## config.mk

```make
export PLATFORM = sky130hd
export DESIGN_NAME = tplr_front
export DESIGN_NICKNAME = d
export VERILOG_FILES = /design/src/rtl/core/tplr_front.sv
export SDC_FILE = /design/constraint.sdc
export NUM_CORES = 1
export LEC_CHECK = 0
export BUFFER_PORTS_ARGS = -buffer_cell sky130_fd_sc_hd__buf_2
export CORE_ASPECT_RATIO = 1.2
export CORE_MARGIN = 3
export CORE_UTILIZATION = 55
export DETAILED_ROUTE_END_ITERATION = 12
export PLACE_DENSITY = 0.86
export SLEW_MARGIN = 5
export SYNTH_ARGS = -nofsm -noshare
export SYNTH_HDL_FRONTEND = slang
export SYNTH_SLANG_ARGS = --single-unit
```

## constraint.sdc

```tcl
create_clock -name clk_i -period 4 [get_ports clk_i]
set_clock_uncertainty 0.05 [all_clocks]
set_input_delay 0.4 -clock clk_i [delete_from_list [all_inputs] [get_ports clk_i]]
set_output_delay 0.4 -clock clk_i [all_outputs]
set_load 0.02 [all_outputs]
```

## src/rtl/core/tplr_front.sv

```systemverilog
// ----------------------------------------------------------------------------
// tplr_front
// Input side: accepts words and queues sample plus vector end flag.
// ----------------------------------------------------------------------------
module tplr_front #(
  parameter int unsigned SAMPLE_BITS = 24
) (
  input  logic                   clk_i,
  input  logic                   rst_ni,
  input  logic                   in_valid_i,
  output logic                   in_ready_o,
  input  logic [SAMPLE_BITS-1:0] in_sample_i,
  input  logic                   in_last_i,
  output logic                   q_valid_o,
  input  logic                   q_pop_i,
  output logic [SAMPLE_BITS-1:0] q_sample_o,
  output logic                   q_last_o
);

  logic [SAMPLE_BITS:0] slot_q [2];
  logic                 wp_q, wp_d, rp_q, rp_d;
  logic [1:0]           cnt_q, cnt_d;
  logic                 push;

  assign in_ready_o = (cnt_q != 2'd2);
  assign push       = in_valid_i && in_ready_o;
  assign q_valid_o  = (cnt_q != 2'd0);
  assign q_sample_o = slot_q[rp_q][SAMPLE_BITS-1:0];
  assign q_last_o   = slot_q[rp_q][SAMPLE_BITS];

  always_comb begin
    wp_d  = push ? ~wp_q : wp_q;
    rp_d  = q_pop_i ? ~rp_q : rp_q;
    cnt_d = cnt_q + {1'b0, push} - {1'b0, q_pop_i};
  end

  always_ff @(posedge clk_i or negedge rst_ni) begin
    if (!rst_ni) begin
      wp_q  <= 1'b0;
      rp_q  <= 1'b0;
      cnt_q <= 2'd0;
    end else begin
      wp_q  <= wp_d;
      rp_q  <= rp_d;
      cnt_q <= cnt_d;
    end
  end

  always_ff @(posedge clk_i) begin
    if (push) begin
      slot_q[wp_q] <= {in_last_i, in_sample_i};
    end
  end

endmodule

```

==> run metrics, run 1 <==
Post-Synthesis Cells 95; die height 73.58 um; Placed Cells 199; worst-path cell chain buf_4 > mux2_1 > buf_2; core area 0.003482 mm2; crit path max-delay cell type dfrtp_1; Final Max Tran Viols 0; Core Util, Final 72.76%; Clock Pin Slew Worst Setup and Hold Paths 0.09 ns; max_cap viols 0; Synth Warn # 0; Critical Path Source Type flop; initial antenna violation count 0; Avg WL per Cell 16.76 um; detailed placement HPWL 2.470 mm; # resized after CTS 0; period utilisation layout 63.13%; vias in the first global route 1136; first-pass iteration count of the detailed router 4; Leak 1.025 nW; Mapped Area 0.002093 mm2; fillers 217; clk sink count 54; Worst Hold Class input port to flop; Initial DRC Count 17; Post-Syn Nets 125; total power 1.867 mW; Setup Viol. Count Final 0; WS Path Type flop to primary output; CP bufs+invs 2; row cnt 23; worst rel slew slack 23.44%; FMAX 0.3960 GHz; met3 wire length 211 um; crit path DAT 2.08 ns; H-tree levels 2; DR top layer met4; status finished, final reports clean; Worst-Margin Slew 1.148 ns; area of the multi-input gates 460.4 um2; crit-path max FO 16; NumNets Final 187; hold buffer count at CTS 1; worst hold margin 0.2294 ns; global-route wire length before repair 5.595 mm; crit-path max cell delay 0.89 ns; VDD IR max 0.5389 mV; Final Instance Count excl. Fillers 208; Via Count 1022; setup bufs post-CTS 0; cts bufs inserted 5; clk_lat worst skew 0.30 ns; port bufs 55; pin count of the biggest net entering global routing 26; die area 0.004585 mm2; Hold Vio Cnt, Final 0; Final ANT Viol Nets 0; Ant. Diodes 0; RePlAce Congestion 0.6677; clock buffer depth 2; Starting Density 60.11%; global route total overflow 0; fraction of layout cells with a size suffix above 1 55.70%; pwr/cell area 737.0 mW/mm2; TritonCTS clock tree yes; average via count per standard cell 4.913; Avg Synthesized Cell Area 22.03 um2; drt drc 0; sequential share of the synthesized area 76.51%; Top-Level Pins 56; Final min period 2.525 ns; Fin Setup TNS 0 ns; nature of the critical path endpoint primary output; routed length on met2 1.909 mm; cell family with most CP delay flip-flops; die width 62.32 um; Synth cell types 16; CP required 3.55 ns; post-synthesis register bit count 54; Syn-to-layout area delta 21.04%; FF/Latch Area 0.001602 mm2; met1 wire length 1.290 mm; total track usage 17.33%; RSZ-0062 raised after global routing no; clk root buf clkbuf_8; WL final 3.487 mm
cell type report:
type                    count  share of cell area [%]
multi-input cells          38                   18.17
repair buffers             58                   11.85
clock inverters             3                   1.580
well taps                  50                   2.469
flip-flops and latches     54                   63.21
clock buffers               5                   2.716
cells in the final DEF, fill, tap and decap left out:
cell and count:
a21bo_1 1, a21oi_2 1, and3_1 1, buf_2 55, buf_4 2, bufinv_16 1, clkbuf_8 5, clkinv_2 2
dfrtp_1 4, dlygate4sd3_1 1, edfxtp_1 50, ha_1 1, mux2_1 6, mux2_4 19, nand2_1 1, nand2b_1 1
nor2_2 1, nor3b_2 1, or2_2 1, xnor2_1 3, xor2_1 1
power breakdown:
| part | switching (mW) | total (mW) | internal (mW) |
|---|---|---|---|
| Sequential | 0.0863 | 0.863 | 0.776 |
| Clock | 0.163 | 0.347 | 0.184 |
| Combinational | 0.358 | 0.658 | 0.299 |
registers in the layout, indices dropped and copies added (netlist names):
register	flops
slot_q	50
rp_q	1
cnt_q	2
wp_q	1
stage by stage:
step,worst slack [ns],area (um2)
finish,1.475,2534
global route,1.358,2534
CTS,1.448,2534
detailed placement,1.793,2415
global placement,1.864,2415
floorplan,1.680,2093
synthesized netlist by cell type:
cell type | n | area share (%)
buf_6 | 3 | 1.6
dfrtp_1 | 4 | 4.8
mux2_1 | 6 | 3.2
mux2_4 | 19 | 14
xnor2_1 | 3 | 1.3
nor3b_2 | 1 | 0.60
ha_1 | 1 | 0.60
xor2_1 | 1 | 0.42
edfxtp_1 | 50 | 72
a21oi_2 | 1 | 0.42
nand2b_1 | 1 | 0.30
or2_2 | 1 | 0.30
nand2_1 | 1 | 0.18
nor2_1 | 1 | 0.18
a21bo_1 | 1 | 0.48
and3_1 | 1 | 0.30
kinds of logic (layout without fill, tap and decap cells):
logic type / after synthesis / count (layout) / synth area share, %
flip-flops: 54 / 54 / 76.51
multiplexers: 25 / 25 / 16.86
AND/OR/NAND/NOR: 6 / 6 / 1.853
XOR/XNOR: 4 / 4 / 1.674
buffers and inverters: 3 / 66 / 1.614
AO/OA/AOI/OAI: 2 / 2 / 0.8967
adder cells (fa/ha/maj): 1 / 1 / 0.5976
worst paths after layout:
path | from | end | slack [ns] | depth (start not counted)
setup / recovery | rp_q | q_sample_o[3] | 1.47 | 3
setup reg to reg | cnt_q[1] | slot_q[1][8] | 2.03 | 2
hold / removal | in_sample_i[11] | slot_q[1][11] | 0.23 | 1
max in group asynchronous | rst_ni | rp_q | 3.42 | 2
min in group asynchronous | rst_ni | cnt_q[1] | 0.36 | 2
hold reg to reg | wp_q | wp_q | 0.52 | 1
routing by layer:
metal / up-vias / GRT usage, %
li1: 487 / -
met1: 490 / 17.46
met2: 38 / 31.70
met3: 7 / 5.963
met4: 0 / 9.559
met5: - / 0
(Power assumes the default switching activity.)
==> run 2, diff against run 1 <==
- CORE_UTILIZATION: 55 -> 51
- PLACE_DENSITY: 0.86 -> 0.81
- clock period: 4 -> 2.5 ns (I/O delays scaled with it)
==> run 2 against run 1 <==
Die area increased by 7.1%. Design area increased by 1.2%. Clock power increased by 37%. Register-to-register slack got worse by 0.98 ns. Sequential share of layout area decreased by 0.74 points. Wire length decreased by 1.4%. Critical path depth unchanged. First-iteration DRC count decreased by 5.9%. Total power increased by 58%. Critical endpoint unchanged. Largest power group unchanged.
==> run metrics, run 2 (synthesized netlist as in run 1, its figures left out) <==
Final ANT Viol Nets 0 (unchanged); core area 0.003784 mm2 (was 0.003482 mm2); TritonCTS clock tree yes (unchanged); die height 76.18 um (was 73.58 um); Initial DRC Count 16 (was 17); Worst-Margin Slew 0.2196 ns (was 1.148 ns); WS Path Type flop to primary output (unchanged); global-route wire length before repair 5.471 mm (was 5.595 mm); # resized after CTS 0 (unchanged); port bufs 55 (unchanged); Placed Cells 205 (was 199); RePlAce Congestion 0.7415 (was 0.6677); pwr/cell area 1152 mW/mm2 (was 737.0 mW/mm2); cts bufs inserted 5 (unchanged); Via Count 1052 (was 1022); clk root buf clkbuf_8 (unchanged); NumNets Final 191 (was 187); total track usage 15.11% (was 17.33%); Clock Pin Slew Worst Setup and Hold Paths 0.09 ns (about the same); fraction of layout cells with a size suffix above 1 56.79% (was 55.70%); max_cap viols 0 (unchanged); drt drc 0 (unchanged); VDD IR max 0.7607 mV (was 0.5389 mV); Hold Vio Cnt, Final 0 (unchanged); period utilisation layout 69.31%; Top Registers slot_q x50, cnt_q x2 (unchanged); Fin Setup TNS 0 ns (unchanged); Final Instance Count excl. Fillers 214 (was 208); pin count of the biggest net entering global routing 19 (was 26); Avg WL per Cell 16.06 um (was 16.76 um); CP required 2.20 ns (was 3.55 ns); die width 64.49 um (was 62.32 um); Critical Path Source Type flop (unchanged); Setup Viol. Count Final 0 (unchanged); RSZ-0062 raised after global routing no (unchanged); Biggest register slot_q (unchanged); first-pass iteration count of the detailed router 4 (unchanged); status finished, final reports clean (unchanged); Worst Hold Class input port to flop (unchanged); initial antenna violation count 0 (unchanged); worst-path cell chain buf_4 > mux2_1 > buf_2 (unchanged); crit path DAT 1.43 ns (was 2.08 ns); Leak 1.037 nW (was 1.025 nW); Final min period 1.733 ns; Syn-to-layout area delta 22.47% (was 21.04%); crit-path max FO 10 (was 16); clk sink count 54 (unchanged); Top-Level Pins 56 (unchanged); crit-path max cell delay 0.40 ns (was 0.89 ns); vias in the first global route 1139 (was 1136); crit path max-delay cell type dfrtp_1 (unchanged); clk_lat worst skew 0.30 ns (about the same); most frequent cells in the layout buf_2 (55), edfxtp_1 (50), mux2_4 (19) (unchanged); average via count per standard cell 4.916 (was 4.913); setup bufs post-CTS 0 (unchanged); clock buffer depth 2 (unchanged); nature of the critical path endpoint primary output (unchanged); Largest register FFs 50 (unchanged); Final Max Tran Viols 0 (unchanged); Ant. Diodes 0 (unchanged); die area 0.004912 mm2 (was 0.004585 mm2); Starting Density 55.32% (was 60.11%); WL final 3.437 mm (was 3.487 mm); row cnt 24 (was 23); H-tree levels 2 (unchanged); FMAX 0.5771 GHz; detailed placement HPWL 2.581 mm (was 2.470 mm); worst rel slew slack 85.36% (was 23.44%); commonest non-fill, non-tap cell in the layout buf_2 (unchanged); global route total overflow 0 (unchanged)
## run 2: cell types whose count changed in the layout (fill, tap and decap cells not counted), sizes merged
cell and change:
clkinvlp +1, clkinv -1, inv +1, bufinv -1
buf +4
## run 2: timing repair
action / CTS / global route
setup endpoints to repair: 0 / 0
hold buffers: 1 / 0
hold endpoints to repair: 4 / 0
## run 2: metrics by stage
stage | setup WS, ns | power, mW | util [%] | cell area (um2) | hold WS, ns
3_5_place_dp | 1.029 | 2.519 | 65.01 | 2460 | 0.01129
6_report | 0.7673 | 2.954 | 67.76 | 2564 | 0.08164
2_1_floorplan | 0.1802 | 2.170 | - | 2093 | -0.09559
4_1_cts | 0.7464 | 2.996 | 67.76 | 2564 | 0.06751
3_3_place_gp | 1.105 | 2.462 | 65.01 | 2460 | 0.007374
5_1_grt | 0.7160 | 3.103 | 67.76 | 2564 | 0.06400
## run 2: per-layer routing
layer	up-vias	wire length, um	track usage [%]
li1	498	-	-
met1	513	1295	16.68
met2	36	1888	26.65
met3	5	209	5.015
met4	0	44	5.497
met5	-	0	0
## run 2: final timing paths
path                                start             to  slack (ns)  cells after the start
max                                  rp_q  q_sample_o[3]        0.77                      3
min                        in_sample_i[5]   slot_q[1][5]        0.08                      1
max reg2reg                      cnt_q[1]  slot_q[0][15]        1.05                      4
min reg2reg                          wp_q           wp_q        0.47                      1
max in group asynchronous          rst_ni           wp_q        2.05                      2
min in group asynchronous          rst_ni       cnt_q[1]        0.23                      2
## run 2: where the power goes
part | leakage, nW | switching, mW | total, mW | internal, mW
Combinational | 0.480 | 0.632 | 1.16 | 0.526
Sequential | 0.512 | 0.0810 | 1.32 | 1.24
Clock | 0.0447 | 0.273 | 0.475 | 0.202
Total | 1.04 | 0.987 | 2.95 | 1.97
## run 2: final cells by class
type / instances / area (um2)
tap: 52 / 65.06
sequential: 54 / 1602
timing repair buffer: 62 / 342.8
fill: 270 / 1220
clock buffer: 5 / 68.82
multi-input combinational: 38 / 460.4
clock inverter: 3 / 25.02
## run 2: worst max-delay path, delay by kind of cell (launching register included)
family | cells | cell delay [ns]
buf+inv | 2 | 0.38
mux | 1 | 0.35
flops | 1 | 0.40
==> run 3, diff against run 2 <==
- ABC_AREA: unset -> 1
- CORE_UTILIZATION: 51 -> 46
- PLACE_DENSITY: 0.81 -> 0.77
- clock period: 2.5 -> 1.59 ns (I/O delays scaled with it)
==> run 3 against run 2 <==
The run now ends with setup timing left. Cell count is 19% higher. Sequential cell count stayed put. Register-to-register slack worse by 0.99 ns. Non-clock buffer count is 27 higher. Count of clock-buffer cells in the layout stayed put. Worst setup slack worse by 0.79 ns. Clock power increased by 55%. Utilization is 2.5 points higher. Synthesized cell count rose by 11%. Critical endpoint is now q_sample_o[6]. Largest cell class unchanged.
==> run metrics, run 3 <==
fraction of layout cells with a size suffix above 1 50.75% (was 56.79%); Synth area leader edfxtp_1 (unchanged); Post-synth top flop edfxtp_1 (unchanged); FF/Latch Area 0.001603 mm2 (was 0.001602 mm2); Leak 1.258 nW (was 1.037 nW); first-pass iteration count of the detailed router 4 (unchanged); worst-path cell chain clkbuf_16 > mux2_4 > buf_2 (was buf_4 > mux2_1 > buf_2); count leader, synth edfxtp_1 (unchanged); crit path DAT 1.41 ns (was 1.43 ns); FMAX 0.6193 GHz; clk_lat worst skew 0.29 ns (was 0.30 ns); sequential share of the synthesized area 75.83% (was 76.51%); Final Max Tran Viols 0 (unchanged); Via Count 1211 (was 1052); Biggest register slot_q (unchanged); post-synthesis register bit count 54 (unchanged); die width 67.86 um (was 64.49 um); Avg WL per Cell 15.65 um (was 16.06 um); area of the multi-input gates 490.5 um2 (was 460.4 um2); R2R depth 11 (was 4); clk sink count 54 (unchanged); Synth cell types 14 (was 16); top-area cell type share of the netlist area 71.09% (was 71.73%); max_cap viols 0 (unchanged); CP required 1.38 ns (was 2.20 ns); Syn-to-layout area delta 43.84% (was 22.47%); RePlAce Congestion 0.6237 (was 0.7415); VDD IR max 1.092 mV (was 0.7607 mV); Worst Hold Path EP rp_q (was slot_q[1][5]); status finished with violations (was finished, final reports clean); Top Registers slot_q x50, cnt_q x2 (unchanged); H-tree levels 2 (unchanged); die area 0.005444 mm2 (was 0.004912 mm2); total power 5.251 mW (was 2.954 mW); crit path max-delay cell type dfrtp_2 (was dfrtp_1); fillers 276 (was 270); detailed placement HPWL 2.438 mm (was 2.581 mm); Worst-Margin Slew 0.1630 ns (was 0.2196 ns); commonest non-fill, non-tap cell in the layout edfxtp_1 (was buf_2); hold path startpoint q_pop_i (was in_sample_i[5]); cts bufs inserted 5 (unchanged); RSZ-0062 raised after global routing yes (was no); crit-path max FO 9 (was 10); WL final 3.990 mm (was 3.437 mm); Hold Vio Cnt, Final 0 (unchanged); port bufs 55 (unchanged); initial antenna violation count 0 (unchanged); Post-Syn Nets 135 (was 125); vias in the first global route 1243 (was 1139); Setup Viol. Count Final 9 (was 0); Reg-to-Reg End cnt_q[1] (was slot_q[0][15]); worst rel slew slack 89.13% (was 85.36%); die height 80.23 um (was 76.18 um); global-route wire length before repair 5.616 mm (was 5.471 mm); Mapped Area 0.002112 mm2 (was 0.002093 mm2); worst hold margin 0.05721 ns (was 0.08164 ns); top post-synthesis cells by count edfxtp_1 (50), mux2_4 (19), nand2_1 (10) (was edfxtp_1 (50), mux2_4 (19), mux2_1 (6)); Starting Density 48.81% (was 55.32%); crit-path max cell delay 0.46 ns (was 0.40 ns); Initial DRC Count 48 (was 16); TritonCTS clock tree yes (unchanged); Post-Synthesis Cells 105 (was 95); total track usage 14.36% (was 15.11%); Avg Synthesized Cell Area 20.11 um2 (was 22.03 um2); clk root buf clkbuf_8 (unchanged); Top-Level Pins 56 (unchanged); failing checks setup timing; global route total overflow 0 (unchanged); Hold Crit Depth 2 (was 1); Async S/R FF share, synth 7.407% (unchanged); average via count per standard cell 4.749 (was 4.916); R2R Path Start cnt_q[0] (was cnt_q[1]); pwr/cell area 1729 mW/mm2 (was 1152 mW/mm2); row cnt 26 (was 24); Final min period 1.615 ns; pin count of the biggest net entering global routing 20 (was 19); ranking of synthesized cells by area edfxtp_1 (71%), mux2_4 (14%), dfrtp_1 (4.7%) (was edfxtp_1 (72%), mux2_4 (14%), dfrtp_1 (4.8%)); NumNets Final 228 (was 191); core area 0.004327 mm2 (was 0.003784 mm2); nature of the critical path endpoint primary output (unchanged); WS Path Type flop to primary output (unchanged); Final ANT Viol Nets 0 (unchanged); drt drc 0 (unchanged); r2r setup slk 0.06 ns (was 1.05 ns); clock buffer depth 2 (unchanged); Critical Path Source Type flop (unchanged); Clock Pin Slew Worst Setup and Hold Paths 0.09 ns (about the same); Core Util, Final 70.21% (was 67.76%); Synth Warn # 0 (unchanged); Ant. Diodes 0 (unchanged); period utilisation layout 101.6%; final setup margin -0.02467 ns (was 0.7673 ns); Worst Hold Class input port to flop (unchanged); most frequent cells in the layout edfxtp_1 (50), buf_2 (39), dlygate4sd3_1 (26) (was buf_2 (55), edfxtp_1 (50), mux2_4 (19)); EDFF count, synth 50 (unchanged); Largest register FFs 50 (unchanged)
run 3: cell count changes after synthesis, moves of 2 or more:
cell     delta
buf_6       -2
inv_1       +5
nor2_1      +2
mux2_1      -6
xnor2_1     -3
nand2_1     +9
mux2_2      +6
buf_12      +2
run 3: worst max path at each step:
stage,to,startpoint
floorplan,slot_q[1][0],cnt_q[1]
global placement,cnt_q[1],cnt_q[1]
detailed placement,cnt_q[1],cnt_q[0]
CTS,q_sample_o[4],rp_q
global route,q_sample_o[6],rp_q
finish,q_sample_o[6],rp_q
run 3: routing by layer:
| metal | GRT usage (%) | vias up | part of all wire (%) |
|---|---|---|---|
| met3 | 4.056 | 2 | 5.1 |
| met5 | 0 | - | 0 |
| met2 | 27.95 | 42 | 59 |
| li1 | - | 575 | - |
| met1 | 14.18 | 592 | 35 |
| met4 | 4.175 | 0 | 0.35 |
run 3: area by class of cell:
type	count	share of cell area, %
clock inverters	3	0.6590
repair buffers	89	25.25
well taps	56	2.306
clock buffers	5	2.265
inverters	5	0.6178
flip-flops and latches	54	52.76
multi-input cells	43	16.14
run 3: power by group:
group | internal (mW) | switching, mW | leakage (nW)
clock network | 0.310 | 0.424 | 0.0422
logic | 1.27 | 1.17 | 0.706
registers | 1.95 | 0.132 | 0.510
total | 3.53 | 1.72 | 1.26
run 3: timing repair:
action / in CTS / in global routing
setup buffers: 0 / 1
hold buffers: 24 / 2
gates resized for setup: 5 / 37
endpoints found under the setup margin: 23 / 26
hold endpoints to repair: 50 / 3
cloned: 0 / 1
run 3: cell families (layout without fill, tap and decap cells):
family,after synthesis,in the layout,synth area share [%]
mux,25,25,16.71
simple gates,15,15,2.903
flops,54,54,75.83
xor+xnor,1,1,0.4148
compound gates,1,1,0.2367
fa+ha+maj,1,1,0.5923
buf+inv,8,102,3.318
run 3: metrics by stage:
stage | instance area (um2) | setup TNS [ns] | std cells | setup slack (ns)
final | 3038 | -0.1302 | 255 | -0.02467
after floorplan | 2132 | 0 | 105 | 0.04498
after global routing | 3038 | -1.025 | 255 | -0.07558
after detailed placement | 2521 | 0 | 219 | 0.03165
after CTS | 2867 | -0.5798 | 251 | -0.03758
after global placement | 2521 | 0 | 219 | 0.2523
run 3: worst max-delay path: cells and delay by family (launching register included):
kind | cells | cell delay (ns)
buffers and inverters | 2 | 0.35
DFF | 1 | 0.46
muxes | 1 | 0.29
